<file path="config.mk">
export PLATFORM = sky130hd
export DESIGN_NAME = rsa_modular_exponentiation
export DESIGN_NICKNAME = d
export VERILOG_FILES = /design/src/hw/rtl/rme_pkg.sv /design/src/hw/rtl/rme_cell.sv /design/src/hw/rtl/rme_modmul.sv /design/src/hw/rtl/rsa_modular_exponentiation.sv
export VERILOG_INCLUDE_DIRS = /design/src /design/src/hw/rtl
export SDC_FILE = /design/constraint.sdc
export NUM_CORES = 1
export LEC_CHECK = 0
export ABC_AREA = 1
export BUFFER_PORTS_ARGS = -buffer_cell sky130_fd_sc_hd__buf_2
export CORE_UTILIZATION = 30
export DETAILED_ROUTE_END_ITERATION = 12
export PLACE_DENSITY_LB_ADDON = 0.15
export SYNTH_ARGS = -nofsm -noshare
export SYNTH_HDL_FRONTEND = slang
export SYNTH_SLANG_ARGS = --single-unit
export TNS_END_PERCENT = 5
</file>
<file path="constraint.sdc">
create_clock -name clk -period 15.35 [get_ports clk]
set_input_delay 3.8375 -clock clk [delete_from_list [all_inputs] [get_ports clk]]
set_output_delay 3.8375 -clock clk [all_outputs]
set_load 0.1 [all_outputs]
</file>
<file path="src/hw/rtl/assert_macros.svh">
// Assertion helpers shared by the RTL modules.
`ifndef ASSERT_MACROS_SVH
`define ASSERT_MACROS_SVH

// The property must hold at every clock edge outside reset.
`define ASSERT_HOLDS(name, clk, rst, prop, msg) \
  name: assert property (@(posedge clk) disable iff (rst) (prop)) else $error(msg);

// The expression must never be true outside reset.
`define ASSERT_NEVER(name, clk, rst, expr, msg) \
  name: assert property (@(posedge clk) disable iff (rst) !(expr)) else $error(msg);

`endif

</file>
<file path="src/hw/rtl/rme_pkg.sv">
`default_nettype none
package rme_pkg;

  localparam int OPW   = 32;
  localparam int CELLW = 4;
  localparam int NCELL = OPW / CELLW;
  localparam int CNTW  = $clog2(OPW);
  localparam int REGW  = 32;

  localparam logic REG_EXPONENT = 1'b0;
  localparam logic REG_MODULUS  = 1'b1;

  typedef struct packed {
    logic            start;
    logic [OPW-1:0]  a;
    logic [OPW-1:0]  b;
  } mm_req_t;

  typedef struct packed {
    logic            done;
    logic [OPW-1:0]  result;
  } mm_resp_t;

endpackage
`default_nettype wire

</file>
<file path="src/hw/rtl/rme_cell.sv">
`default_nettype none
module rme_cell
  import rme_pkg::*;
(
  input  wire logic             clk,
  input  wire logic             clr,
  input  wire logic             en,
  input  wire logic             dbl,
  input  wire logic             take_d,
  input  wire logic [CELLW-1:0] a_sl,
  input  wire logic [CELLW-1:0] m_sl,
  input  wire logic             cin,
  input  wire logic             bin,
  output logic                  cout,
  output logic                  bout,
  output logic [CELLW-1:0]      acc
);

  logic [CELLW-1:0] y;
  logic [CELLW:0]   sum;
  logic [CELLW:0]   diff;

  // Slice of acc + y, then of (acc + y) - m; carry and borrow ripple upward.
  always_comb begin
    y    = dbl ? acc : a_sl;
    sum  = {1'b0, acc} + {1'b0, y} + {{CELLW{1'b0}}, cin};
    cout = sum[CELLW];
    diff = {1'b0, sum[CELLW-1:0]} - {1'b0, m_sl} - {{CELLW{1'b0}}, bin};
    bout = diff[CELLW];
  end

  always_ff @(posedge clk) begin
    if (clr) begin
      acc <= '0;
    end else if (en) begin
      acc <= take_d ? diff[CELLW-1:0] : sum[CELLW-1:0];
    end
  end

endmodule
`default_nettype wire

</file>
<file path="src/hw/rtl/rme_modmul.sv">
`default_nettype none
module rme_modmul
  import rme_pkg::*;
(
  input  wire logic           clk,
  input  wire logic           rst,
  input  wire logic [OPW-1:0] modulus,
  input  wire mm_req_t        req,
  output mm_resp_t            resp
);

  `include "assert_macros.svh"

  typedef enum logic [1:0] {IDLE, DBL, ADD} state_t;

  state_t          state;
  logic [OPW-1:0]  a_r;
  logic [OPW-1:0]  b_r;
  logic [CNTW-1:0] cnt;
  logic            done;
  logic            en;
  logic            dbl;
  logic            take_d;
  logic [NCELL:0]  carry;
  logic [NCELL:0]  borrow;
  logic [OPW-1:0]  acc;

  assign en  = (state == DBL) || (state == ADD);
  assign dbl = (state == DBL);
  assign carry[0]  = 1'b0;
  assign borrow[0] = 1'b0;
  // The sum is at most 2m-1, so one conditional subtract brings it below m.
  assign take_d = carry[NCELL] | ~borrow[NCELL];

  for (genvar i = 0; i < NCELL; i++) begin : g_cell
    rme_cell u_cell (
      .clk    (clk),
      .clr    (req.start),
      .en     (en),
      .dbl    (dbl),
      .take_d (take_d),
      .a_sl   (a_r[i*CELLW +: CELLW]),
      .m_sl   (modulus[i*CELLW +: CELLW]),
      .cin    (carry[i]),
      .bin    (borrow[i]),
      .cout   (carry[i+1]),
      .bout   (borrow[i+1]),
      .acc    (acc[i*CELLW +: CELLW])
    );
  end

  always_ff @(posedge clk) begin
    if (rst) begin
      state <= IDLE;
      done  <= 1'b0;
    end else begin
      done <= 1'b0;
      case (state)
        IDLE: begin
          if (req.start) begin
            a_r   <= req.a;
            b_r   <= req.b;
            cnt   <= CNTW'(OPW - 1);
            state <= DBL;
          end
        end
        DBL: begin
          if (b_r[OPW-1]) begin
            state <= ADD;
          end else if (cnt == '0) begin
            done  <= 1'b1;
            state <= IDLE;
          end else begin
            cnt <= cnt - 1'b1;
            b_r <= b_r << 1;
          end
        end
        ADD: begin
          if (cnt == '0) begin
            done  <= 1'b1;
            state <= IDLE;
          end else begin
            cnt   <= cnt - 1'b1;
            b_r   <= b_r << 1;
            state <= DBL;
          end
        end
        default: state <= IDLE;
      endcase
    end
  end

  assign resp.done   = done;
  assign resp.result = acc;

  `ASSERT_HOLDS(a_result_reduced, clk, rst, !done || modulus == '0 || acc < modulus, "modmul result not reduced")
  `ASSERT_NEVER(a_start_busy, clk, rst, req.start && state != IDLE, "modmul started while busy")
  `ASSERT_NEVER(a_done_busy, clk, rst, done && state != IDLE, "modmul done while still iterating")

endmodule
`default_nettype wire

</file>
<file path="src/hw/rtl/rsa_modular_exponentiation.sv">
// Channel   Handshake            Payload
// input     in_valid/in_stall    base_value, last_in
// output    out_valid/out_stall  power_result, last_out
// config    cfg_we               cfg_index, cfg_data
//
// The base is first reduced by one modular multiplication (base * 1 mod m). Each exponent
// bit passes through the control states EVAL and SHIFT, and FIN presents the result; a
// full 32-bit exponent needs 63 multiplications after the reduction, all done by the
// single shift-add multiplier.
// Reset is synchronous and clears control state; exponent resets to 0 and modulus to 1.
// The result waits in an output register, so a new item is taken while it is stalled.
`default_nettype none
module rsa_modular_exponentiation
  import rme_pkg::*;
(
  input  wire logic            clk,
  input  wire logic            rst,
  input  wire logic            cfg_we,
  input  wire logic            cfg_index,
  input  wire logic [REGW-1:0] cfg_data,
  input  wire logic            in_valid,
  output logic                 in_stall,
  input  wire logic [31:0]     base_value,
  input  wire logic            last_in,
  output logic                 out_valid,
  input  wire logic            out_stall,
  output logic [31:0]          power_result,
  output logic                 last_out
);

  `include "assert_macros.svh"

  typedef enum logic [2:0] {IDLE, RED, EVAL, PMUL, SHIFT, SMUL, FIN} state_t;

  state_t          state;
  logic [OPW-1:0]  exponent;
  logic [OPW-1:0]  modulus;
  logic [OPW-1:0]  e_work;
  logic [OPW-1:0]  sq;
  logic [OPW-1:0]  prod;
  logic            last_r;
  mm_req_t         req;
  mm_resp_t        resp;

  rme_modmul u_modmul (
    .clk     (clk),
    .rst     (rst),
    .modulus (modulus),
    .req     (req),
    .resp    (resp)
  );

  assign in_stall = (state != IDLE);

  always_ff @(posedge clk) begin
    if (rst) begin
      state     <= IDLE;
      exponent  <= '0;
      modulus   <= OPW'(1);
      out_valid <= 1'b0;
      req.start <= 1'b0;
    end else begin
      req.start <= 1'b0;
      if (cfg_we) begin
        case (cfg_index)
          REG_EXPONENT: exponent <= cfg_data[OPW-1:0];
          REG_MODULUS:  modulus  <= cfg_data[OPW-1:0];
          default: ;
        endcase
      end
      if (out_valid && !out_stall && state != FIN) begin
        out_valid <= 1'b0;
      end
      case (state)
        IDLE: begin
          if (in_valid) begin
            last_r <= last_in;
            e_work <= exponent;
            prod   <= OPW'(1);
            if (exponent == '0) begin
              state <= FIN;
            end else begin
              // Reduce the base first: base * 1 mod m.
              req.start <= 1'b1;
              req.a     <= OPW'(1);
              req.b     <= base_value;
              state     <= RED;
            end
          end
        end
        RED: begin
          if (resp.done) begin
            sq    <= resp.result;
            state <= EVAL;
          end
        end
        EVAL: begin
          if (e_work[0]) begin
            req.start <= 1'b1;
            req.a     <= prod;
            req.b     <= sq;
            state     <= PMUL;
          end else begin
            state <= SHIFT;
          end
        end
        PMUL: begin
          if (resp.done) begin
            prod  <= resp.result;
            state <= SHIFT;
          end
        end
        SHIFT: begin
          e_work <= e_work >> 1;
          if ((e_work >> 1) == '0) begin
            state <= FIN;
          end else begin
            req.start <= 1'b1;
            req.a     <= sq;
            req.b     <= sq;
            state     <= SMUL;
          end
        end
        SMUL: begin
          if (resp.done) begin
            sq    <= resp.result;
            state <= EVAL;
          end
        end
        FIN: begin
          if (!out_valid || !out_stall) begin
            out_valid    <= 1'b1;
            power_result <= prod;
            last_out     <= last_r;
            state        <= IDLE;
          end
        end
        default: state <= IDLE;
      endcase
    end
  end

  `ASSERT_HOLDS(a_result_from_fin, clk, rst, !$rose(out_valid) || $past(state == FIN), "result shown without finishing an item")
  `ASSERT_NEVER(a_done_unexpected, clk, rst, resp.done && state != RED && state != PMUL && state != SMUL, "multiplier finished with no request pending")
  `ASSERT_NEVER(a_exp_nonzero, clk, rst, (state == EVAL || state == SHIFT) && e_work == '0, "exponent exhausted inside the loop")

endmodule
`default_nettype wire

</file>
## Yosys cells after proc, flatten, opt, wreduce, memory -nomap -nowiden

Index checks and enable logic that the tools add are counted.

| operators by class | value |
|---|---|
| $add $sub $neg | 31 |
| equality and inequality tests | 21 |
| multiplexer cells | 54 |
| bitwise gates (word level) | 4 |
| reduce and logical (&&, ||, !) cells | 31 |

Operator list:

| kind | number |
|---|---|
| 2-to-1 mux 65 bit | 4 |
| 2-to-1 mux 32 bit | 7 |
| case mux 65 bit (3 select lines) | 1 |
| case mux 32 bit (2 select lines) | 2 |
| case mux 32 bit (3 select lines) | 1 |
| zero test 32 bit | 2 |
| 2-to-1 mux 4 bit | 16 |
| adder 4 x 4 -> 5 bit | 8 |
| subtractor 4 x 4 -> 5 bit | 8 |
| adder 5 x 1 -> 5 bit | 7 |
| subtractor 5 x 1 -> 5 bit | 7 |
| 2-to-1 mux 3 bit | 6 |
| inequality test 2 bit (second input constant) | 9 |
| case mux 3 bit (6 select lines) | 1 |
| AND reduction 4 bit | 4 |
| 2-to-1 mux 5 bit | 3 |
| case mux 5 bit (3 select lines) | 1 |
| AND reduction 3 bit | 5 |
| AND reduction 6 bit | 2 |
| equality test 3 bit (second input constant) | 3 |
| nonzero test 3 bit | 3 |
| 2-to-1 mux 2 bit | 4 |
| equality test 3 x 2 -> 1 bit (second input constant) | 2 |
| 2-to-1 mux 1 bit | 6 |
| 20 further kinds | 29 |

| storage, ports and cells | value |
|---|---|
| bits in registers | 367 |
| bits of input ports | 71 |
| word-level logic and storage cells | 168 |

## Logic depth before layout (Yosys ltp)

Gate-level depths: netlist (run 1).

| depth | value |
|---|---|
| depth in word-level cells | 15 |
| gate-level depth with buffers | 74 |
| depth with buffers taken out | 72 |

## Cells and area by module

Synthesis (run 1) repeated with hierarchy kept, for this count alone.

| unflattened totals | value |
|---|---|
| cells, all modules | 1799 |
| area, all modules | 17710.7 um^2 |

By module, submodules not included:

| module | times used | cells each | area each (um^2) | seq. area each (um^2) |
|---|---|---|---|---|
| rsa_modular_exponentiation | 1 | 908 | 10055.9 | 7206.9 |
| rme_cell (u_modmul.g_cell[2].u_cell ...) | 6 | 82 | 589.3 | 80.1 |
| rme_modmul | 1 | 243 | 2960.3 | 2132.0 |
| rme_cell (u_modmul.g_cell[0].u_cell ...) | 2 | 78 | 579.3 | 80.1 |

## Worst setup path before layout (run 1)

Ideal clock, no wire load.

| timing | value |
|---|---|
| path kind | reg-to-reg |
| start point | reg u_modmul.state[1] |
| end point | reg u_modmul.g_cell[5].u_cell.acc[2] |
| setup time | 115 ps |
| arrival time | 10865 ps |
| data required time | 15235 ps |
| setup slack | 4370 ps |
| stages on the path, launching flop included | 71 |
| period minus slack after synthesis | 10980 ps |
| cell sequence | dfxtp_1 inv_1 ha_1 clkinv_1 clkbuf_1 nand2_1 o21ai_0 ha_1 a21oi_1 nand2_1 or2_2 nand2_1 inv_1 ha_1 a21oi_1 o21a_1 fa_1 inv_1 [... 35 more ...] fa_1 nor2_1 nor2_1 nor2_1 xor2_1 fa_1 inv_1 fa_1 inv_1 nand2_1 nand2_1 nand3_1 nand3_1 buf_2 buf_2 o21ai_1 o21ai_0 inv_1 |

| on the way | value |
|---|---|
| cells in the longest elaborated chain, start to end | 15 |
| elaborated cells between the ends (all ways) | 44 |
| classes of those cells | add/sub: 30; eq/ne: 2; mux: 9; bitwise: 2; reduce/logical: 1 |

Ends and longest elaborated chain:

| what | RTL line | source |
|---|---|---|
| start: declaration | rme_modmul.sv:16 | `state_t state;` |
| start signal: assignment | rme_modmul.sv:54 | `state <= IDLE;` |
| start signal: assignment | rme_modmul.sv:64 | `state <= DBL;` |
| start signal: assignment | rme_modmul.sv:69 | `state <= ADD;` |
| equality test 2 x 1 -> 1 bit | rme_modmul.sv:28, rme_modmul.sv:29 |  |
| 2-to-1 mux 4 bit | rme_cell.sv:25 | `y = dbl ? acc : a_sl;` |
| adder 4 x 4 -> 5 bit | rme_cell.sv:26 | `sum = {1'b0, acc} + {1'b0, y} + {{CELLW{1'b0}}, cin};` |
| adder 5 x 1 -> 5 bit | rme_cell.sv:26 |  |
| adder 5 x 1 -> 5 bit or subtractor 4 x 4 -> 5 bit (tied branches) | rme_cell.sv:26, rme_cell.sv:28 |  |
| adder 5 x 1 -> 5 bit, or another cell as far along (5 in a row) | rme_cell.sv:26 |  |
| subtractor 4 x 4 -> 5 bit or subtractor 5 x 1 -> 5 bit (tied branches) | rme_cell.sv:28 | `diff = {1'b0, sum[CELLW-1:0]} - {1'b0, m_sl} - {{CELLW{1'b0}}, bin};` |
| subtractor 5 x 1 -> 5 bit | rme_cell.sv:28 |  |
| NOT 1 bit | rme_modmul.sv:33 | `assign take_d = carry[NCELL] \| ~borrow[NCELL];` |
| bitwise OR 1 bit | rme_modmul.sv:33 |  |
| 2-to-1 mux 4 bit | rme_cell.sv:36 | `acc <= take_d ? diff[CELLW-1:0] : sum[CELLW-1:0];` |
| end signal: assignment | rme_cell.sv:36 |  |
| end: declaration | rme_cell.sv:16 | `output logic [CELLW-1:0] acc` |

Several ways; a longest one is shown, not always the timed one.
A chain may end at the register's enable or synchronous reset.

## Worst setup path after layout (run 1)

| timing | value |
|---|---|
| start point | reg u_modmul.state[1] |
| end point | reg u_modmul.g_cell[5].u_cell.acc[1] |

Same word-level chain as after synthesis.

==> impl_metrics.json, run 1 <==
{
  "status": "finished clean",
  "pin_count": 106,
  "p_leak_nw": 8.270,
  "postRouteWirelength_mm": 43.05,
  "power_mw": 4.501,
  "portBuffers": 105,
  "max_stage_delay_ns": 0.53,
  "cts_setup_buffers": 0,
  "ys.flop_type": "edfxtp_1",
  "root_buffer": "clkbuf_16",
  "grt_first_pass_wirelength_mm": 67.62,
  "layout.nets": 1979,
  "p_per_area_mw_per_mm2": 227.4,
  "async_flop_share_pct": 0,
  "hp-class": "reg -> reg",
  "drive_gt1_share_pct": 11.36,
  "fin_crit_ns": 12.88,
  "yosys.cell_types.count": 35,
  "die_width_um": 240.2,
  "cts_resized": 0,
  "clk-insertion-delay-late_ns": 0.57,
  "synthesis.area_mm2": 0.01702,
  "ys_ff_latch": 367,
  "n_fill_cell": 5708,
  "cts_hold_buf": 0,
  "dieArea_mm2": 0.05767,
  "final.setup_skew_ns": 0.03139,
  "cts_num_sinks": 367,
  "hold-worst-slack_ns": 0.3900,
  "drt_iter0_drc": 709,
  "cts_buffers": 43,
  "worstSetupPathType": "reg -> reg",
  "cts_buffer_depth": 3,
  "cts_tree": "built",
  "tns_ns": 0,
  "die_h_um": 240.2,
  "max_slew_margin_pct": 21.15,
  "irDropWorstVdd_mv": 0.09790,
  "worstMarginPinSlew_ns": 1.181,
  "critical_path.top_delay_family": "adder cells",
  "cp_slowest_cell": "nand3_1",
  "critPathCaptureType": "flip-flop",
  "post-dp-hpwl_mm": 29.32,
  "n_antenna_cell": 0,
  "wire_per_inst_um": 16.58,
  "critPathMaxFanout": 58,
  "fin_crit_sh_pct": 83.92,
  "initial_core_util_pct": 30.64,
  "syn_nets": 1890,
  "max_cap_violations": 0,
  "htree_levels": 2,
  "max_freq_mhz": 77.63,
  "crit_required_ns": 15.84,
  "grt_pass1_vias": 11650,
  "grt_setup_unrepaired": "no",
  "worst_ep_arrival_time_ns": 13.38,
  "synth_top_area_share_pct": 46.42,
  "synth_most_common_cell": "nand2_1",
  "clk_pin_slew_ns": 0.06,
  "netlist_instances": 1726,
  "grt_usage_pct": 15.25,
  "synth_edf_count": 263,
  "synth_top_area_cell": "edfxtp_1",
  "final_antenna_net_count": 0,
  "crit_path_frequent_cell": "nor2_1",
  "synthTopCellsByArea": "edfxtp_1, dfxtp_1, nand2_1",
  "setup_viol": 0,
  "vias": 11760,
  "drc": 0,
  "yosys-top-cells-count": "nand2_1, edfxtp_1, nor2_1, inv_1, o21ai_0",
  "slew_violations": 0,
  "hold_violations": 0,
  "antenna_found_initial": 0,
  "cp_num_buf_inv": 15,
  "num_rows": 86,
  "yosysSeqAreaShare_pct": 58.65,
  "area_growth_pct": 16.34,
  "startpoint_type": "flip-flop",
  "viasPerCell": 4.530,
  "overflow": 0,
  "core_mm2": 0.05552,
  "yosysWarnings": 0,
  "grt_max_degree": 77,
  "avgSynthCellArea_um2": 9.858,
  "routabilityCongestion": 0.8193,
  "dr.pass1.iters": 5
}
==> through the flow <==
stage | worst slack [ns] | instances | util (%) | area [um2]
6_report | 2.468 | 2597 | 35.65 | 19800
2_1_floorplan | 4.370 | 1726 | - | 17020
3_3_place_gp | 2.812 | 2518 | 33.02 | 18330
4_1_cts | 2.377 | 2597 | 35.65 | 19800
3_5_place_dp | 2.470 | 2518 | 33.02 | 18330
5_1_grt | 1.187 | 2597 | 35.65 | 19800
==> registers in the layout, summed over array words and instances (netlist names), 3 cells and up <==
name and cells:
e_work 32, req 65, sq 32, modulus 32
u_modmul.a_r 32, exponent 32, state 3, u_modmul.b_r 32
prod 32, power_result 32, u_modmul.g_cell.u_cell.acc 32, u_modmul.cnt 5
==> routing by layer <==
metal	up-vias	share of wire, %	global-route usage [%]
met5	-	0	0
met4	0	2.1	4.594
met3	50	4.1	2.296
met2	215	42	22.70
met1	5593	51	22.65
li1	5906	-	-
==> final cells by class <==
cell class | count | area [um2] | share of cell area, %
inverters | 210 | 788.3 | 3.982
clock inverters | 26 | 337.8 | 1.707
multi-input cells | 1069 | 5962 | 30.12
flip-flops and latches | 367 | 9980 | 50.41
repair buffers | 124 | 668.1 | 3.375
well taps | 748 | 935.9 | 4.728
clock buffers | 53 | 1124 | 5.676
==> logic make-up (layout without fill, tap and decap cells) <==
group	Yosys count	after routing	synth area share [%]
buffers and inverters	290	413	6.633
flip-flops	367	367	58.65
adder cells (fa/ha/maj)	93	93	8.162
XOR/XNOR	30	30	1.544
AND/OR/NAND/NOR	637	637	14.82
AO/OA/AOI/OAI	309	309	10.19
==> layout by cell type, fill, tap and decap left out, drive strengths merged, types with 31 or more instances in the layout <==
cell,netlist,layout
a22o,31,31
buf,28,124
inv,209,209
o21ai,190,190
clkbuf,52,53
nand2,324,324
nor2,231,231
nand3,70,70
dfxtp,104,104
edfxtp,263,263
a21oi,60,60
ha,63,63
==> power breakdown <==
group	leakage [nW]	total, mW	switching (mW)	internal, mW
Combinational	4.25	2.10	1.35	0.747
Clock	0.699	1.06	0.421	0.641
Sequential	3.32	1.34	0.0950	1.25
==> final timing paths <==
path / from / endpoint / slack [ns] / cells past startpoint
setup / recovery: u_modmul.state[1]$_SDFFE_PP0P_ / u_modmul.g_cell[5].u_cell.acc[1]$_SDFFE_PP0N_ / 2.47 / 69
hold / removal: req[33]$_DFFE_PP_ / u_modmul.a_r[1]$_DFFE_PP_ / 0.39 / 0
setup reg to reg: u_modmul.state[1]$_SDFFE_PP0P_ / u_modmul.g_cell[5].u_cell.acc[1]$_SDFFE_PP0N_ / 2.47 / 69
hold reg to reg: req[33]$_DFFE_PP_ / u_modmul.a_r[1]$_DFFE_PP_ / 0.39 / 0
No activity file was read; power rests on OpenSTA's default activity.
==> run 2, diff against run 1 <==
- clock period: 15.35 -> 11.7 ns (I/O delays scaled with it)
==> run 2 against run 1 <==
Combinational power grew 45%. Largest cell class unchanged. Setup slack worse by 1.7 ns. Critical path depth rose by 3. Power up 36%. Final cell count is 0.77% higher. Wire length up 2.0%. Utilization grew 0.37 points. Fmax increased by 17%.
==> impl_metrics.json, run 2 (same netlist as run 1, synthesis figures left out) <==
{
  "dieArea_mm2": 0.05767,
  "final_antenna_net_count": 0,
  "rr_worst_depth": 72,
  "fin_crit_sh_pct": 93.84,
  "timing.rr.end": "u_modmul.g_cell[3].u_cell.acc[0]$_SDFFE_PP0N_",
  "critPathCaptureType": "flip-flop",
  "routabilityCongestion": 0.8018,
  "cts_tree": "built",
  "layout.nets": 2001,
  "max_freq_mhz": 91.08,
  "initial_core_util_pct": 30.64,
  "power_mw": 6.121,
  "placed_cell_area_mm2": 0.01844,
  "num_rows": 86,
  "grt_max_degree": 78,
  "final_cell_mix": "nand2_1, edfxtp_1, nor2_1, inv_1, o21ai_0",
  "worst_ep_arrival_time_ns": 11.48,
  "cts_buffers": 44,
  "pin_count": 106,
  "crit_required_ns": 12.20,
  "r2r-start": "u_modmul.state[1]$_SDFFE_PP0P_",
  "clk_pin_slew_ns": 0.06,
  "p_per_area_mw_per_mm2": 306.1,
  "portBuffers": 105,
  "root_buffer": "clkbuf_16",
  "fin_area_mm2": 0.02000,
  "antenna_found_initial": 0,
  "htree_levels": 2,
  "layout_commonest_cell": "nand2_1",
  "grt_pass1_vias": 11880,
  "critPathMaxFanout": 12,
  "p_leak_nw": 8.343,
  "crit_path_end": "u_modmul.g_cell[3].u_cell.acc[0]$_SDFFE_PP0N_",
  "critPathLaunch": "u_modmul.state[1]$_SDFFE_PP0P_",
  "largest_reg_flops": 65,
  "dr.pass1.iters": 5,
  "overflow": 0,
  "hold_path_depth": 0,
  "max_stage_delay_ns": 0.43,
  "postRouteWirelength_mm": 43.92,
  "drt_iter0_drc": 832,
  "hp-class": "reg -> reg",
  "setup_viol": 0,
  "cp_num_buf_inv": 15,
  "final.setup_skew_ns": 0.02281,
  "cts_buffer_depth": 3,
  "cts_num_sinks": 367,
  "fin_ws_ns": 0.7208,
  "grt_usage_pct": 15.46,
  "clk-insertion-delay-late_ns": 0.57,
  "pre_cts_slack_ns": 0.003012,
  "max_slew_margin_pct": 22.32,
  "worstSetupPathType": "reg -> reg",
  "irDropWorstVdd_mv": 0.1829,
  "timing.reg2reg.setup_slack_ns": 0.72,
  "drive_gt1_share_pct": 13.59,
  "vias": 11860,
  "die_h_um": 240.2,
  "fin_crit_ns": 10.98,
  "hold_violations": 0,
  "n_antenna_cell": 0,
  "critical_path.top_delay_family": "adder cells",
  "die_width_um": 240.2,
  "core_mm2": 0.05552,
  "post-dp-hpwl_mm": 29.29,
  "cts_hold_buf": 0,
  "hold-worst-slack_ns": 0.4168,
  "top_register": "req",
  "wire_per_inst_um": 16.78,
  "max_cap_violations": 0,
  "grt_first_pass_wirelength_mm": 68.59,
  "drc": 0,
  "worstMarginPinSlew_ns": 1.164,
  "slew_violations": 0,
  "cp_slowest_cell": "fa_1",
  "startpoint_type": "flip-flop",
  "viasPerCell": 4.533,
  "area_growth_pct": 17.54,
  "worst-path-stages": 72,
  "status": "finished clean"
}
==> run 2: cell type report <==
cell class	instances	area, um2
multi-input cells	1069	6043
well taps	748	935.9
inverters	210	793.3
fillers	5669	35520
clock buffers	58	1174
repair buffers	145	887.1
clock inverters	20	185.2
flip-flops and latches	367	9981
==> run 2: how the worst min path moves through the flow <==
stage | slack [ns] | from | end
2_1_floorplan | 0.40 | last_r$_DFFE_PP_ | last_out$_DFFE_PP_
3_3_place_gp | 0.40 | req[59]$_DFFE_PP_ | u_modmul.a_r[27]$_DFFE_PP_
3_5_place_dp | 0.40 | req[39]$_DFFE_PP_ | u_modmul.a_r[7]$_DFFE_PP_
4_1_cts | 0.42 | req[49]$_DFFE_PP_ | u_modmul.a_r[17]$_DFFE_PP_
5_1_grt | 0.42 | req[45]$_DFFE_PP_ | u_modmul.a_r[13]$_DFFE_PP_
6_report | 0.42 | req[49]$_DFFE_PP_ | u_modmul.a_r[17]$_DFFE_PP_
==> run 2: stage by stage <==
| step | utilization (%) | std cells | TNS (ns) |
|---|---|---|---|
| floorplan | - | 1726 | 0 |
| global placement | 33.22 | 2531 | 0 |
| detailed placement | 33.22 | 2531 | 0 |
| CTS | 35.68 | 2610 | 0 |
| global route | 36.02 | 2617 | -0.5476 |
| finish | 36.02 | 2617 | 0 |
==> run 2: per-layer routing <==
metal / wire length (um) / track usage, % / up-vias
met2: 19280 / 23.83 / 216
met1: 22020 / 22.46 / 5643
met3: 1803 / 2.216 / 52
li1: - / - / 5951
met4: 824 / 4.304 / 0
met5: 0 / 0 / -
==> run 2: timing repair <==
action	CTS	global route
setup endpoints to repair	17	32
cloned	0	3
pin swaps	1	17
buffers inserted	1	4
resized for setup	1	39
==> run 2: power by group <==
part | total (mW) | switching, mW | internal, mW
combinational | 3.05 | 1.83 | 1.22
sequential | 1.76 | 0.123 | 1.64
clock | 1.31 | 0.540 | 0.770
